File: src/hw/rtl/frd_pkg.sv
// Package for the file response deframer: phase and status codes, marker tables,
// and the state and result structs shared by the step logic and the top level.
// No dependencies.
package frd_pkg;

    localparam logic OP_ARM = 1'b1;

    localparam int unsigned OK_LEN  = 5;
    localparam int unsigned ERR_LEN = 6;
    localparam int unsigned FIELD_BYTES = 4;

    typedef enum logic [2:0] {
        PH_IDLE    = 3'd0,
        PH_OK      = 3'd1,
        PH_SIZE    = 3'd2,
        PH_STAMP   = 3'd3,
        PH_PAYLOAD = 3'd4,
        PH_ERROR   = 3'd5
    } phase_t;

    typedef enum logic [1:0] {
        ST_TAKEN   = 2'd0,
        ST_PAYLOAD = 2'd1,
        ST_ERRDONE = 2'd2,
        ST_PROTO   = 2'd3
    } status_t;

    typedef struct packed {
        phase_t      phase;
        logic [2:0]  match_pos;
        logic [1:0]  field_count;
        logic [31:0] remaining;
        logic [31:0] size;
        logic [31:0] stamp;
        logic [31:0] field_acc;
    } frd_state_t;

    typedef struct packed {
        status_t     status;
        logic [7:0]  payload_byte;
        logic        file_done;
        logic [31:0] file_size;
        logic [31:0] time_stamp;
    } frd_result_t;

    function automatic logic [7:0] ok_char(input logic [2:0] pos);
        logic [7:0] c;
        case (pos)
            3'd0:    c = 8'h2B;
            3'd1:    c = 8'h4F;
            3'd2:    c = 8'h4B;
            3'd3:    c = 8'h0D;
            3'd4:    c = 8'h0A;
            default: c = 8'h00;
        endcase
        return c;
    endfunction

    function automatic logic [7:0] err_char(input logic [2:0] pos);
        logic [7:0] c;
        case (pos)
            3'd0:    c = 8'h2D;
            3'd1:    c = 8'h45;
            3'd2:    c = 8'h52;
            3'd3:    c = 8'h52;
            3'd4:    c = 8'h0D;
            3'd5:    c = 8'h0A;
            default: c = 8'h00;
        endcase
        return c;
    endfunction

endpackage

File: src/hw/rtl/frd_step.sv
// Per-item step logic of the file response deframer: next state and result for
// one input item. Purely combinational. Depends on frd_pkg.
module frd_step
    import frd_pkg::*;
(
    input  frd_state_t  cur,
    input  logic        opcode,
    input  logic [7:0]  rx_byte,
    output frd_state_t  nxt,
    output frd_result_t res
);

    logic        err_hit;
    logic        ok_hit;
    logic        dash_first;
    logic [31:0] acc_shift;
    logic [31:0] rem_dec;
    logic [2:0]  pos_inc;
    logic [1:0]  count_inc;

    assign err_hit    = (cur.match_pos < 3'(ERR_LEN)) && (rx_byte == err_char(cur.match_pos));
    assign ok_hit     = (cur.match_pos < 3'(OK_LEN)) && (rx_byte == ok_char(cur.match_pos));
    assign dash_first = (cur.match_pos == 3'd0) && (rx_byte == err_char(3'd0));
    assign acc_shift  = {cur.field_acc[23:0], rx_byte};
    assign rem_dec    = cur.remaining - 32'd1;
    assign pos_inc    = cur.match_pos + 3'd1;
    assign count_inc  = cur.field_count + 2'd1;

    always_comb
    begin
        nxt = cur;
        case (cur.phase)
            PH_IDLE, PH_OK, PH_SIZE, PH_STAMP, PH_PAYLOAD:
            begin
                if (opcode == OP_ARM)
                begin
                    nxt.phase       = PH_OK;
                    nxt.match_pos   = 3'd0;
                    nxt.field_count = 2'd0;
                end
                else
                begin
                    case (cur.phase)
                        PH_IDLE:
                        begin
                            if (!err_hit)
                                nxt.phase = PH_ERROR;
                            else if (pos_inc == 3'(ERR_LEN))
                                nxt.match_pos = 3'd0;
                            else
                                nxt.match_pos = pos_inc;
                        end
                        PH_OK:
                        begin
                            if (dash_first)
                            begin
                                nxt.phase     = PH_IDLE;
                                nxt.match_pos = 3'd1;
                            end
                            else if (!ok_hit)
                                nxt.phase = PH_ERROR;
                            else if (pos_inc == 3'(OK_LEN))
                            begin
                                nxt.match_pos   = 3'd0;
                                nxt.field_count = 2'd0;
                                nxt.phase       = PH_SIZE;
                            end
                            else
                                nxt.match_pos = pos_inc;
                        end
                        PH_SIZE, PH_STAMP:
                        begin
                            nxt.field_acc = acc_shift;
                            if (cur.field_count == 2'(FIELD_BYTES - 1))
                            begin
                                nxt.field_count = 2'd0;
                                if (cur.phase == PH_SIZE)
                                begin
                                    nxt.remaining = acc_shift;
                                    nxt.phase     = PH_STAMP;
                                end
                                else
                                begin
                                    nxt.size  = cur.remaining;
                                    nxt.stamp = acc_shift;
                                    if (cur.remaining == 32'd0)
                                    begin
                                        nxt.phase     = PH_IDLE;
                                        nxt.match_pos = 3'd0;
                                    end
                                    else
                                        nxt.phase = PH_PAYLOAD;
                                end
                            end
                            else
                                nxt.field_count = count_inc;
                        end
                        default:
                        begin
                            nxt.remaining = rem_dec;
                            if (rem_dec == 32'd0)
                            begin
                                nxt.phase     = PH_IDLE;
                                nxt.match_pos = 3'd0;
                            end
                        end
                    endcase
                end
            end
            default:
                nxt.phase = PH_ERROR;
        endcase
    end

    always_comb
    begin
        res.status       = ST_TAKEN;
        res.payload_byte = 8'd0;
        res.file_done    = 1'b0;
        res.file_size    = nxt.size;
        res.time_stamp   = nxt.stamp;
        case (cur.phase)
            PH_IDLE:
            begin
                if (opcode != OP_ARM)
                begin
                    if (!err_hit)
                        res.status = ST_PROTO;
                    else if (pos_inc == 3'(ERR_LEN))
                        res.status = ST_ERRDONE;
                end
            end
            PH_OK:
            begin
                if (opcode != OP_ARM && !dash_first && !ok_hit)
                    res.status = ST_PROTO;
            end
            PH_SIZE:
            begin
            end
            PH_STAMP:
            begin
                if (opcode != OP_ARM)
                    res.file_done = (cur.field_count == 2'(FIELD_BYTES - 1))
                                    && (cur.remaining == 32'd0);
            end
            PH_PAYLOAD:
            begin
                if (opcode != OP_ARM)
                begin
                    res.status       = ST_PAYLOAD;
                    res.payload_byte = rx_byte;
                    res.file_done    = (rem_dec == 32'd0);
                end
            end
            default:
                res.status = ST_PROTO;
        endcase
    end

endmodule

File: src/hw/rtl/file_response_deframer_core.sv
// File response deframer top level: state registers, step logic, result
// register with skid stage, and assertions. Depends on frd_pkg and frd_step.
//
// Usage:
//   Input channel (in_valid, in_stall, opcode, rx_byte): opcode 1 arms the
//   block after a request went out; opcode 0 carries one received byte.
//   Output channel (out_valid, out_stall, status, payload_byte, file_done,
//   file_size, time_stamp): exactly one result per accepted input item, in order.
//   The result of an accepted item is registered. Throughput: one item per cycle
//   while in_stall is low, set by the single registered pass through the step logic
//   that updates phase, counters and header regs.
//   When the receiver stalls, the result register holds and one more result
//   is captured in the skid register; in_stall rises while the skid register
//   is full and falls once the held result is taken.
//   Reset (rst_n low) returns the block to idle, clears match and field counters,
//   remaining count, file size, timestamp and the valid flags of both output stages.
//   A protocol error is sticky: every later item answers status 3 until reset.
module file_response_deframer_core
    import frd_pkg::*;
(
    input  logic        clk,
    input  logic        rst_n,
    input  logic        in_valid,
    output logic        in_stall,
    input  logic        opcode,
    input  logic [7:0]  rx_byte,
    output logic        out_valid,
    input  logic        out_stall,
    output logic [1:0]  status,
    output logic [7:0]  payload_byte,
    output logic        file_done,
    output logic [31:0] file_size,
    output logic [31:0] time_stamp
);

    frd_state_t  state_reg;
    frd_state_t  state_next;
    frd_result_t step_res;
    frd_result_t out_res_reg;
    frd_result_t out_res_next;
    frd_result_t skid_res_reg;
    frd_result_t skid_res_next;
    logic        out_valid_reg;
    logic        out_valid_next;
    logic        skid_valid_reg;
    logic        skid_valid_next;
    logic        accept;
    logic        out_free;

    frd_step u_step (
        .cur     (state_reg),
        .opcode  (opcode),
        .rx_byte (rx_byte),
        .nxt     (state_next),
        .res     (step_res)
    );

    assign accept   = in_valid && !skid_valid_reg;
    assign out_free = !out_valid_reg || !out_stall;
    assign in_stall = skid_valid_reg;

    always_comb
    begin
        out_valid_next  = out_valid_reg;
        skid_valid_next = skid_valid_reg;
        out_res_next    = out_res_reg;
        skid_res_next   = skid_res_reg;
        if (out_free)
        begin
            out_valid_next  = skid_valid_reg || accept;
            skid_valid_next = 1'b0;
            out_res_next    = skid_valid_reg ? skid_res_reg : step_res;
        end
        else if (accept)
        begin
            skid_valid_next = 1'b1;
            skid_res_next   = step_res;
        end
    end

    always_ff @(posedge clk or negedge rst_n)
    begin
        if (!rst_n)
        begin
            state_reg      <= '0;
            out_valid_reg  <= 1'b0;
            skid_valid_reg <= 1'b0;
        end
        else
        begin
            if (accept)
                state_reg <= state_next;
            out_valid_reg  <= out_valid_next;
            skid_valid_reg <= skid_valid_next;
        end
    end

    always_ff @(posedge clk)
    begin
        out_res_reg  <= out_res_next;
        skid_res_reg <= skid_res_next;
    end

    assign out_valid    = out_valid_reg;
    assign status       = out_res_reg.status;
    assign payload_byte = out_res_reg.payload_byte;
    assign file_done    = out_res_reg.file_done;
    assign file_size    = out_res_reg.file_size;
    assign time_stamp   = out_res_reg.time_stamp;

    a_skid_needs_out: assert property (@(posedge clk) disable iff (!rst_n)
        skid_valid_reg |-> out_valid_reg)
        else $error("skid stage full while result register empty");

    a_error_sticky: assert property (@(posedge clk) disable iff (!rst_n)
        state_reg.phase == PH_ERROR |=> state_reg.phase == PH_ERROR)
        else $error("error phase left before reset");

    a_payload_zero: assert property (@(posedge clk) disable iff (!rst_n)
        out_valid_reg && out_res_reg.status != ST_PAYLOAD |-> out_res_reg.payload_byte == 8'd0)
        else $error("payload byte set outside payload status");

    a_done_status: assert property (@(posedge clk) disable iff (!rst_n)
        out_valid_reg && out_res_reg.file_done
            |-> out_res_reg.status == ST_TAKEN || out_res_reg.status == ST_PAYLOAD)
        else $error("file done with error status");

endmodule

File: config.mk
export PLATFORM = sky130hd
export DESIGN_NAME = file_response_deframer_core
export DESIGN_NICKNAME = d
export VERILOG_FILES = /design/src/hw/rtl/frd_pkg.sv /design/src/hw/rtl/frd_step.sv /design/src/hw/rtl/file_response_deframer_core.sv
export SDC_FILE = /design/constraint.sdc
export NUM_CORES = 1
export LEC_CHECK = 0
export BUFFER_PORTS_ARGS = -buffer_cell sky130_fd_sc_hd__buf_4
export CELL_PAD_IN_SITES_DETAIL_PLACEMENT = 1
export CELL_PAD_IN_SITES_GLOBAL_PLACEMENT = 2
export CORE_ASPECT_RATIO = 1.2
export CORE_MARGIN = 2
export CORE_UTILIZATION = 40
export DETAILED_ROUTE_END_ITERATION = 8
export PLACE_DENSITY = 0.89
export SLEW_MARGIN = 15
export SYNTH_ARGS = -nofsm -noshare
export SYNTH_HDL_FRONTEND = slang
export SYNTH_SLANG_ARGS = --single-unit
File: constraint.sdc
create_clock -name clk -period 7.2 [get_ports clk]
set_clock_uncertainty 0.1 [all_clocks]
set_input_delay 0.72 -clock clk [delete_from_list [all_inputs] [get_ports clk]]
set_output_delay 0.72 -clock clk [all_outputs]
set_load 0.01 [all_outputs]
==> flow_summary.ini, run 1 <==
[final_layout]
final_nets = 1302
antennaDiodeCount = 0
final_layout_size_suffix_gt1_share_pct = 20.0
largest_register_ff_count = 128
area_delta_synth_final_pct = 15.1
regArea_mm2 = 0.00776
layout.filler_cells = 3509
post-route-cell-area_mm2 = 0.0149
multiInputGateArea_mm2 = 0.00489

[setup_path]
worst_setup_path_end_kind = flop
start_kind = flop
ff2ff_path_depth = 3
timing.critical_path.slowest_stage_cell = sky130_fd_sc_hd__nor2_4
timing.critical_path.fanout_max = 80
arrival_ps = 3830
critical_r2r_capture = skid_res_reg[19]$_DFFE_PP_
crit_family = simple AND/OR/NAND/NOR gates
crit_start = in_stall$_DFFE_PN0P_
timing_worst_setup_path_type = flop to flop
rrSetupSlack_ps = 3470
crit_path_cell_trace = nand2b_4 -> nor2_4 -> buf_4
r2r_startpoint = in_stall$_DFFE_PN0P_
worst-endpoint-required_ps = 7300
cp_slowest_stage_delay_ps = 1020
critical_path_buf_inv_count = 1

[synthesis]
synth_cell_type_count = 72
netlist_area_mm2 = 0.0129
synth_common_cells = sky130_fd_sc_hd__nand2_1, sky130_fd_sc_hd__edfxtp_1, sky130_fd_sc_hd__dfrtp_1
synth_sequential_area_ratio_pct = 59.9
dominant_cell_type_by_area_after_synthesis = sky130_fd_sc_hd__edfxtp_1
synth-async-reset-ratio_pct = 46.4
synth_simple_gate_area_share_pct = 19.0
syn_nets = 1248
synthFlopType = sky130_fd_sc_hd__edfxtp_1
synth_enable_flop_cells = 150
synth_seq_cells = 280
yosysMostFrequentCell = sky130_fd_sc_hd__nand2_1
yosys.area.top_type_share_pct = 34.8
main_combinational_cell_family_by_area_after_synthesis = simple AND/OR/NAND/NOR gates
post_synth.cell_area_avg_um2 = 10.6
synth-compound-area-share_pct = 8.74
warning_count_from_the_yosys_run = 0
portion_of_netlist_area_occupied_by_mux_cells_pct = 8.51
synth_area_leaders = sky130_fd_sc_hd__edfxtp_1, sky130_fd_sc_hd__dfrtp_1, sky130_fd_sc_hd__nand2_1, sky130_fd_sc_hd__mux2_2, sky130_fd_sc_hd__o21ai_0
syn_inst = 1226
post_synth_fa_ha_maj_area_fraction_pct = 0.870
synth-xor-area-share_pct = 0.271

[placement]
routabilityCongestion = 0.977
dpl.hpwl_um = 22600
portBuffers = 89
detailed_place.area_mm2 = 0.0140

[power]
pwr-share-seq_pct = 48.1
clockPowerShare_pct = 38.2
power_leakage_nw = 6.44
p_switching_w = 0.00108
power.density_cell_area_mw_per_mm2 = 266
p_sw_share_pct = 27.3
pwr-share-comb_pct = 13.8
vdd.ir_drop.worst_mv = 0.126
power.internal_w = 0.00289

[run_status]
outcome = finished, final reports clean

[floorplan]
boundaryPins = 90
floorplan.die_area_mm2 = 0.0338
die_height_um = 201
initial_core_util_pct = 40.4
std_cell_rows = 72
fp.dieW_um = 168
core_region_area_mm2 = 0.0321

[global_routing]
grt-ovfl-total = 0
grt_first_pass_wirelength_um = 56200
grt_start_max_net_pins = 81
grt_pass1_vias = 10100
antenna_found_initial = 0
track_usage_pct = 20.9

[detailed_routing]
num_vias = 9434
drt-initial-drc-count = 530
routedWlPerCell_um = 20.3
dr_drc_count = 0
routed_via_density = 5.52
drtAntennaViolNets = 0
detail_route.wirelength_um = 34700
drt_pre_antenna_iters = 4

[clock_tree]
cts_setup_buffers = 0
clkLatencyLatePin_ps = 570
cts_tree = built
cts.hold.buffers_added = 0
ctsResizeCount = 0
cts-root-buf = sky130_fd_sc_hd__clkbuf_16
cts_made_buffers = 29
cts_max_path_buffers = 3
cts.reportedPaths.clkPinSlew_ps = 60
clock-sinks = 280
htree_levels = 1

[timing]
worst-slew-pin-transition_ps = 1090
timing_hold_violations_final = 0
whs_ps = 120
fin_crit_sh_pct = 51.8
slew_headroom_pct = 27.4
slew_viols_final = 0
fmax_mhz = 268
rsz_0062_raised_after_global_routing = false
final_period_minus_worst_setup_slack_ps = 3730
fin_setup_tns_ps = 0
setup_viol_count_final = 0

[run]
cap_violations = 0

[min_path]
worstHoldPathType = primary input to asynchronous set/reset pin
[layout by cell type (no fill, tap or decap), drive strengths merged, types with 8 or more instances in the layout]
cell | synthesis | layout
or3 | 12 | 12
nand3 | 8 | 8
nor2b | 10 | 10
and3 | 12 | 12
a22oi | 9 | 9
nor4 | 8 | 8
clkbuf | 71 | 40
buf | 6 | 100
nor2 | 47 | 47
o21ai | 67 | 67
mux2 | 97 | 97
or4 | 9 | 9
edfxtp | 150 | 150
nand2 | 399 | 399
clkinv | 0 | 9
dfrtp | 130 | 130
inv | 14 | 15
a21oi | 45 | 45
nor3 | 26 | 26
ha | 9 | 9
[cell type report]
cell class,count,area share (%)
Sequential cell,280,52.1
Multi-Input combinational cell,855,32.8
Clock buffer,40,5.28
Timing Repair Buffer,100,5.04
Tap cell,407,3.42
Clock inverter,14,1.05
Inverter,14,0.352
[cells by family after synthesis]
group | Yosys count
multiplexers | 98
buffers and inverters | 91
AND/OR/NAND/NOR | 563
AO/OA/AOI/OAI | 181
XOR/XNOR | 4
flip-flops | 280
adder cells (fa/ha/maj) | 9
[routing by layer]
| layer | wire (µm) | track usage, % |
|---|---|---|
| met4 | 1070 | 7.64 |
| met5 | 0 | 0 |
| met1 | 14800 | 27.0 |
| met3 | 1200 | 2.36 |
| met2 | 17600 | 36.3 |
[metrics by stage]
step	util (%)	power [W]	setup WS, ps	cells
2_1_floorplan	-	0.00227	800	1226
3_3_place_gp	43.5	0.00246	3530	1656
3_5_place_dp	43.5	0.00249	3370	1656
4_1_cts	46.5	0.00401	3310	1710
5_1_grt	46.5	0.00413	3170	1710
6_report	46.5	0.00397	3470	1710
[how the worst max path moves through the flow]
stage          slack, ps                          to  depth (start not counted)
2_1_floorplan        800   skid_res_reg[0]$_DFFE_PP_                          2
3_3_place_gp        3530  skid_res_reg[16]$_DFFE_PP_                          3
3_5_place_dp        3370  skid_res_reg[31]$_DFFE_PP_                          3
4_1_cts             3310  skid_res_reg[51]$_DFFE_PP_                          3
5_1_grt             3170  skid_res_reg[29]$_DFFE_PP_                          3
6_report            3470  skid_res_reg[19]$_DFFE_PP_                          3
[power by group through the flow]
stage          registers [W]  logic, W  clock network (W)
2_1_floorplan        0.00191  0.000356                  0
3_3_place_gp         0.00193  0.000534                  0
3_5_place_dp         0.00194  0.000547                  0
4_1_cts              0.00191  0.000552            0.00155
5_1_grt              0.00192  0.000605            0.00160
6_report             0.00191  0.000546            0.00152
No activity file was read; power rests on OpenSTA's default activity.
==> run 2: changes to the inputs <==
==> constraint.sdc (replaced) <==
create_clock -name clk -period 3.74 [get_ports clk]
set_clock_uncertainty 0.1 [all_clocks]
set_input_delay 0.374 -clock clk [delete_from_list [all_inputs] [get_ports clk]]
set_output_delay 0.374 -clock clk [all_outputs]
set_load 0.01 [all_outputs]
==> flow_summary.ini, run 2 (synthesis gave the netlist of run 1 again) <==
[setup_path]
critical_path_buf_inv_count = 2
r2r_startpoint = state_reg[132]$_DFFE_PN0P_
cp-endpoint = state_reg[130]$_DFFE_PN0P_
rrSetupSlack_ps = 380
start_kind = flop
timing_worst_setup_path_type = flop to flop
crit_family = simple AND/OR/NAND/NOR gates
cp_slowest_stage_delay_ps = 550
worst-endpoint-required_ps = 4090
timing.critical_path.slowest_stage_cell = sky130_fd_sc_hd__dfrtp_1
worst_setup_path_end_kind = flop
timing.critical_path.fanout_max = 11
crit_start = state_reg[132]$_DFFE_PN0P_
ff2ff_path_depth = 10
critical_r2r_capture = state_reg[130]$_DFFE_PN0P_
cp.depth = 10
arrival_ps = 3710
crit_path_cell_trace = inv_1 -> ha_1 -> buf_4 -> or4b_1 -> a21oi_1 -> o22ai_1 -> nor3_1 -> o211ai_1 -> or4_4 -> o32ai_1

[timing]
slew_viols_final = 0
fin_crit_sh_pct = 89.7
timing.final.ws_setup_ps = 384
slew_headroom_pct = 39.6
rsz_0062_raised_after_global_routing = false
worst-slew-pin-transition_ps = 906
fmax_mhz = 298
timing_hold_violations_final = 0
final_period_minus_worst_setup_slack_ps = 3360
setup_viol_count_final = 0
fin_setup_tns_ps = 0

[power]
p_sw_share_pct = 26.8
power.internal_w = 0.00561
vdd.ir_drop.worst_mv = 0.283
pwr-share-seq_pct = 47.7
p_switching_w = 0.00205
power_leakage_nw = 6.52
pwr-share-comb_pct = 14.3
power.density_cell_area_mw_per_mm2 = 509
clockPowerShare_pct = 38.0

[floorplan]
floorplan.die_area_mm2 = 0.0338
initial_core_util_pct = 40.4
fp.dieW_um = 168
std_cell_rows = 72
die_height_um = 201
core_region_area_mm2 = 0.0321
boundaryPins = 90

[final_layout]
antennaDiodeCount = 0
largest_register_ff_count = 128
final_layout_size_suffix_gt1_share_pct = 20.7
regArea_mm2 = 0.00776
layout.cells.most_common = sky130_fd_sc_hd__nand2_1
final_nets = 1316
finalCoreUtilization_pct = 46.9
layout.filler_cells = 3490
area_delta_synth_final_pct = 16.1
multiInputGateArea_mm2 = 0.00487
leading_cell_types_in_the_layout_fill_and_taps_excluded = sky130_fd_sc_hd__nand2_1, sky130_fd_sc_hd__edfxtp_1, sky130_fd_sc_hd__dfrtp_1

[run_status]
outcome = finished, final reports clean

[global_routing]
grt_start_max_net_pins = 76
grt_pass1_vias = 9945
grt_first_pass_wirelength_um = 56700
grt-ovfl-total = 0
antenna_found_initial = 0
track_usage_pct = 21.1

[detailed_routing]
num_vias = 9410
dr_drc_count = 0
drtAntennaViolNets = 0
detail_route.wirelength_um = 35400
routedWlPerCell_um = 20.5
drt-initial-drc-count = 494
drt_pre_antenna_iters = 5
routed_via_density = 5.46

[clock_tree]
cts_setup_buffers = 0
clock-sinks = 280
cts.reportedPaths.clkPinSlew_ps = 60
ctsResizeCount = 0
cts_tree = built
htree_levels = 1
cts-root-buf = sky130_fd_sc_hd__clkbuf_16
cts_max_path_buffers = 3
clkLatencyLatePin_ps = 560
cts_made_buffers = 28

[min_path]
worstHoldPathType = primary input to flop

[placement]
pre_cts_ws_ps = 368
routabilityCongestion = 0.920
portBuffers = 89
dpl.hpwl_um = 23700

[run]
cap_violations = 0
run 2: changes by cell type in the layout (fill, tap and decap cells not counted), sizes merged:
cell,before,now
inv,15,14
clkinv,9,6
buf,100,113
clkbuf,40,42
dlygate4sd3,0,2
run 2: metrics by stage:
| step | cells | power (W) | hold WS, ps | instance area [µm²] |
|---|---|---|---|---|
| final | 1723 | 0.00765 | 66.1 | 15000 |
| after floorplan | 1226 | 0.00436 | -21.6 | 13000 |
| after global placement | 1669 | 0.00478 | 357 | 14100 |
| after global routing | 1723 | 0.00799 | 60.8 | 15000 |
| after detailed placement | 1669 | 0.00481 | 362 | 14100 |
| after CTS | 1723 | 0.00775 | 43.4 | 15000 |
run 2: what timing repair did:
| item | CTS | global route |
|---|---|---|
| endpoints found under the setup margin | 0 | 0 |
| endpoints found under the hold margin | 49 | 0 |
| hold buffers | 2 | 0 |
run 2: power by group through the flow:
stage / sequential, W / clock, W / combinational [W]
CTS: 0.00365 / 0.00298 / 0.00111
floorplan: 0.00367 / 0 / 0.000687
finish: 0.00365 / 0.00290 / 0.00109
global placement: 0.00369 / 0 / 0.00108
global route: 0.00369 / 0.00308 / 0.00122
detailed placement: 0.00371 / 0 / 0.00110
run 2: metal layers:
| layer | routed length, µm | track usage, % | vias up |
|---|---|---|---|
| li1 | - | - | 4446 |
| met1 | 15600 | 27.4 | 4774 |
| met2 | 18000 | 37.3 | 145 |
| met3 | 982 | 2.20 | 45 |
| met4 | 780 | 6.10 | 0 |
| met5 | 0 | 0 | - |
run 2: worst min path at each step:
stage / startpoint / endpoint / slack [ps] / cells after the start
finish: rx_byte[7] / state_reg[7]$_DFFE_PN0P_ / 70 / 2
CTS: rx_byte[7] / state_reg[7]$_DFFE_PN0P_ / 40 / 2
global route: rx_byte[7] / state_reg[7]$_DFFE_PN0P_ / 60 / 2
global placement: rst_n / state_reg[48]$_DFFE_PN0P_ / 360 / 1
detailed placement: state_reg[50]$_DFFE_PN0P_ / state_reg[50]$_DFFE_PN0P_ / 360 / 2
floorplan: rst_n / in_stall$_DFFE_PN0P_ / -20 / 0
run 2: layout make-up:
class                   instances  area share [%]
flip-flops and latches        280            51.6
clock buffers                  42            5.42
clock inverters                10           0.907
multi-input cells             855            32.4
well taps                     407            3.39
inverters                      14           0.350
repair buffers                115            5.94
==> run 3: changes to the inputs <==
--- a/config.mk
+++ b/config.mk
@@ -5,7 +5,7 @@
 export SDC_FILE = /design/constraint.sdc
 export NUM_CORES = 1
 export LEC_CHECK = 0
-export BUFFER_PORTS_ARGS = -buffer_cell sky130_fd_sc_hd__buf_4
+export BUFFER_PORTS_ARGS = -buffer_cell sky130_fd_sc_hd__buf_2
 export CELL_PAD_IN_SITES_DETAIL_PLACEMENT = 1
 export CELL_PAD_IN_SITES_GLOBAL_PLACEMENT = 2
 export CORE_ASPECT_RATIO = 1.2
==> flow_summary.ini, run 3 (synthesis gave the netlist of run 1 again) <==
[clock_tree]
cts_max_path_buffers = 3
cts_tree = built
htree_levels = 1
clkLatencyLatePin_ps = 560
cts-root-buf = sky130_fd_sc_hd__clkbuf_16
cts.reportedPaths.clkPinSlew_ps = 70
cts_made_buffers = 29
clock-sinks = 280

[timing]
fmax_mhz = 287
fin_crit_sh_pct = 93.2
setup_viol_count_final = 0
slew_headroom_pct = 30.4
slew_viols_final = 0
fin_setup_tns_ps = 0
timing_hold_violations_final = 0
whs_ps = 131
rsz_0062_raised_after_global_routing = false
final_period_minus_worst_setup_slack_ps = 3490
worst-slew-pin-transition_ps = 1040
timing.final.ws_setup_ps = 254

[setup_path]
worst_setup_path_end_kind = flop
timing_worst_setup_path_type = flop to flop
start_kind = flop
critical_r2r_capture = state_reg[132]$_DFFE_PN0P_
arrival_ps = 3840
timing.critical_path.slowest_stage_cell = sky130_fd_sc_hd__or4_1
ff2ff_path_depth = 9
cp_common_cell = sky130_fd_sc_hd__ha_1
r2r_startpoint = state_reg[130]$_DFFE_PN0P_
cp.depth = 9
cp-endpoint = state_reg[132]$_DFFE_PN0P_
crit_family = compound AO/OA/AOI/OAI gates
cp_slowest_stage_delay_ps = 570
critical_path_buf_inv_count = 0
timing.critical_path.fanout_max = 12
rrSetupSlack_ps = 250
crit_start = state_reg[130]$_DFFE_PN0P_
worst-endpoint-required_ps = 4100
crit_path_cell_trace = ha_1 -> ha_1 -> or4_1 -> a21o_1 -> a221o_1 -> o21ai_1 -> o211ai_1 -> or4_4 -> o32ai_1

[detailed_routing]
drtAntennaViolNets = 0
routed_via_density = 5.47
routedWlPerCell_um = 20.6
drt-initial-drc-count = 572
num_vias = 9439
detail_route.wirelength_um = 35500
dr_drc_count = 0
drt_pre_antenna_iters = 4

[placement]
portBuffers = 89
dpl.hpwl_um = 23800
pre_cts_ws_ps = 260
routabilityCongestion = 0.895
detailed_place.area_mm2 = 0.0138
dp_cells = 1671

[global_routing]
grt_start_max_net_pins = 76
antenna_found_initial = 0
grt-ovfl-total = 0
grt_pass1_vias = 10100
grt_first_pass_wirelength_um = 57800
track_usage_pct = 21.5

[final_layout]
layout.cells.non_filler = 1727
final_nets = 1319
leading_cell_types_in_the_layout_fill_and_taps_excluded = sky130_fd_sc_hd__nand2_1, sky130_fd_sc_hd__edfxtp_1, sky130_fd_sc_hd__dfrtp_1
largest_register_ff_count = 128
post-route-cell-area_mm2 = 0.0148
final_layout_size_suffix_gt1_share_pct = 20.9
area_delta_synth_final_pct = 14.6
antennaDiodeCount = 0
layout.cells.most_common = sky130_fd_sc_hd__nand2_1

[run_status]
outcome = finished, final reports clean

[floorplan]
initial_core_util_pct = 40.4
die_height_um = 201
floorplan.die_area_mm2 = 0.0338
core_region_area_mm2 = 0.0321
std_cell_rows = 72
fp.dieW_um = 168
boundaryPins = 90

[power]
power.internal_w = 0.00562
pwr-share-seq_pct = 47.5
power.density_cell_area_mw_per_mm2 = 517
pwr-share-comb_pct = 13.7
p_sw_share_pct = 26.7
clockPowerShare_pct = 38.8
power_leakage_nw = 6.48
vdd.ir_drop.worst_mv = 0.269
p_switching_w = 0.00205

[min_path]
worstHoldPathType = primary input to flop

[run]
cap_violations = 0
## run 3: changes by cell type in the layout (fill, tap and decap cells not counted), moves of 2 or more
cell / change
sky130_fd_sc_hd__buf_2: +88
sky130_fd_sc_hd__buf_4: -85
sky130_fd_sc_hd__bufinv_16: +2
sky130_fd_sc_hd__clkbuf_8: -4
sky130_fd_sc_hd__clkinv_2: +3
## run 3: worst reg2reg max path: stages, from the launching register on
cell and delay [ps]:
sky130_fd_sc_hd__dfrtp_1 460, sky130_fd_sc_hd__ha_1 250, sky130_fd_sc_hd__ha_1 300, sky130_fd_sc_hd__or4_1 570, sky130_fd_sc_hd__a21o_1 170, sky130_fd_sc_hd__a221o_1 370
sky130_fd_sc_hd__o21ai_1 160, sky130_fd_sc_hd__o211ai_1 150, sky130_fd_sc_hd__or4_4 540, sky130_fd_sc_hd__o32ai_1 300
## run 3: per-stage QoR
step | utilization [%] | power [W]
floorplan | - | 0.00436
global placement | 43.2 | 0.00471
detailed placement | 43.2 | 0.00475
CTS | 46.3 | 0.00775
global route | 46.3 | 0.00798
finish | 46.3 | 0.00767
## run 3: repair_timing
action | 4_1_cts | 5_1_grt
hold endpoints to repair | 56 | 0
gates resized for setup | 0 | 0
hold buffers | 2 | 0
setup buffers | 0 | 0
## run 3: how the worst min path moves through the flow
stage                                         start                    endpoint  slack, ps  cells past startpoint
after global routing                     rx_byte[6]  state_reg[102]$_DFFE_PN0P_        150                      3
after floorplan                               rst_n        in_stall$_DFFE_PN0P_        -20                      0
after detailed placement  state_reg[51]$_DFFE_PN0P_   state_reg[51]$_DFFE_PN0P_        360                      2
final                                    rx_byte[6]  state_reg[102]$_DFFE_PN0P_        130                      3
after global placement    state_reg[57]$_DFFE_PN0P_   state_reg[57]$_DFFE_PN0P_        360                      2
after CTS                                rx_byte[6]  state_reg[102]$_DFFE_PN0P_        100                      3
## run 3: area by class of cell
cell class	instances	area, µm²
inverters	14	52.6
clock buffers	37	756
flip-flops and latches	280	7760
multi-input cells	855	4870
repair buffers	117	676
well taps	407	509
clock inverters	17	215
fillers	3537	17200
## run 3: layer usage
metal	routed length (µm)	vias up	track usage, %
met5	0	-	0
met4	741	0	5.57
met3	1010	46	2.08
met2	18500	154	38.3
met1	15300	4798	28.2
li1	-	4441	-
## run 3: power groups by stage
stage | clock [W] | sequential, W | combinational [W]
6_report | 0.00298 | 0.00364 | 0.00105
5_1_grt | 0.00315 | 0.00367 | 0.00116
3_3_place_gp | 0 | 0.00368 | 0.00103
2_1_floorplan | 0 | 0.00367 | 0.000687
4_1_cts | 0.00305 | 0.00364 | 0.00106
3_5_place_dp | 0 | 0.00370 | 0.00105
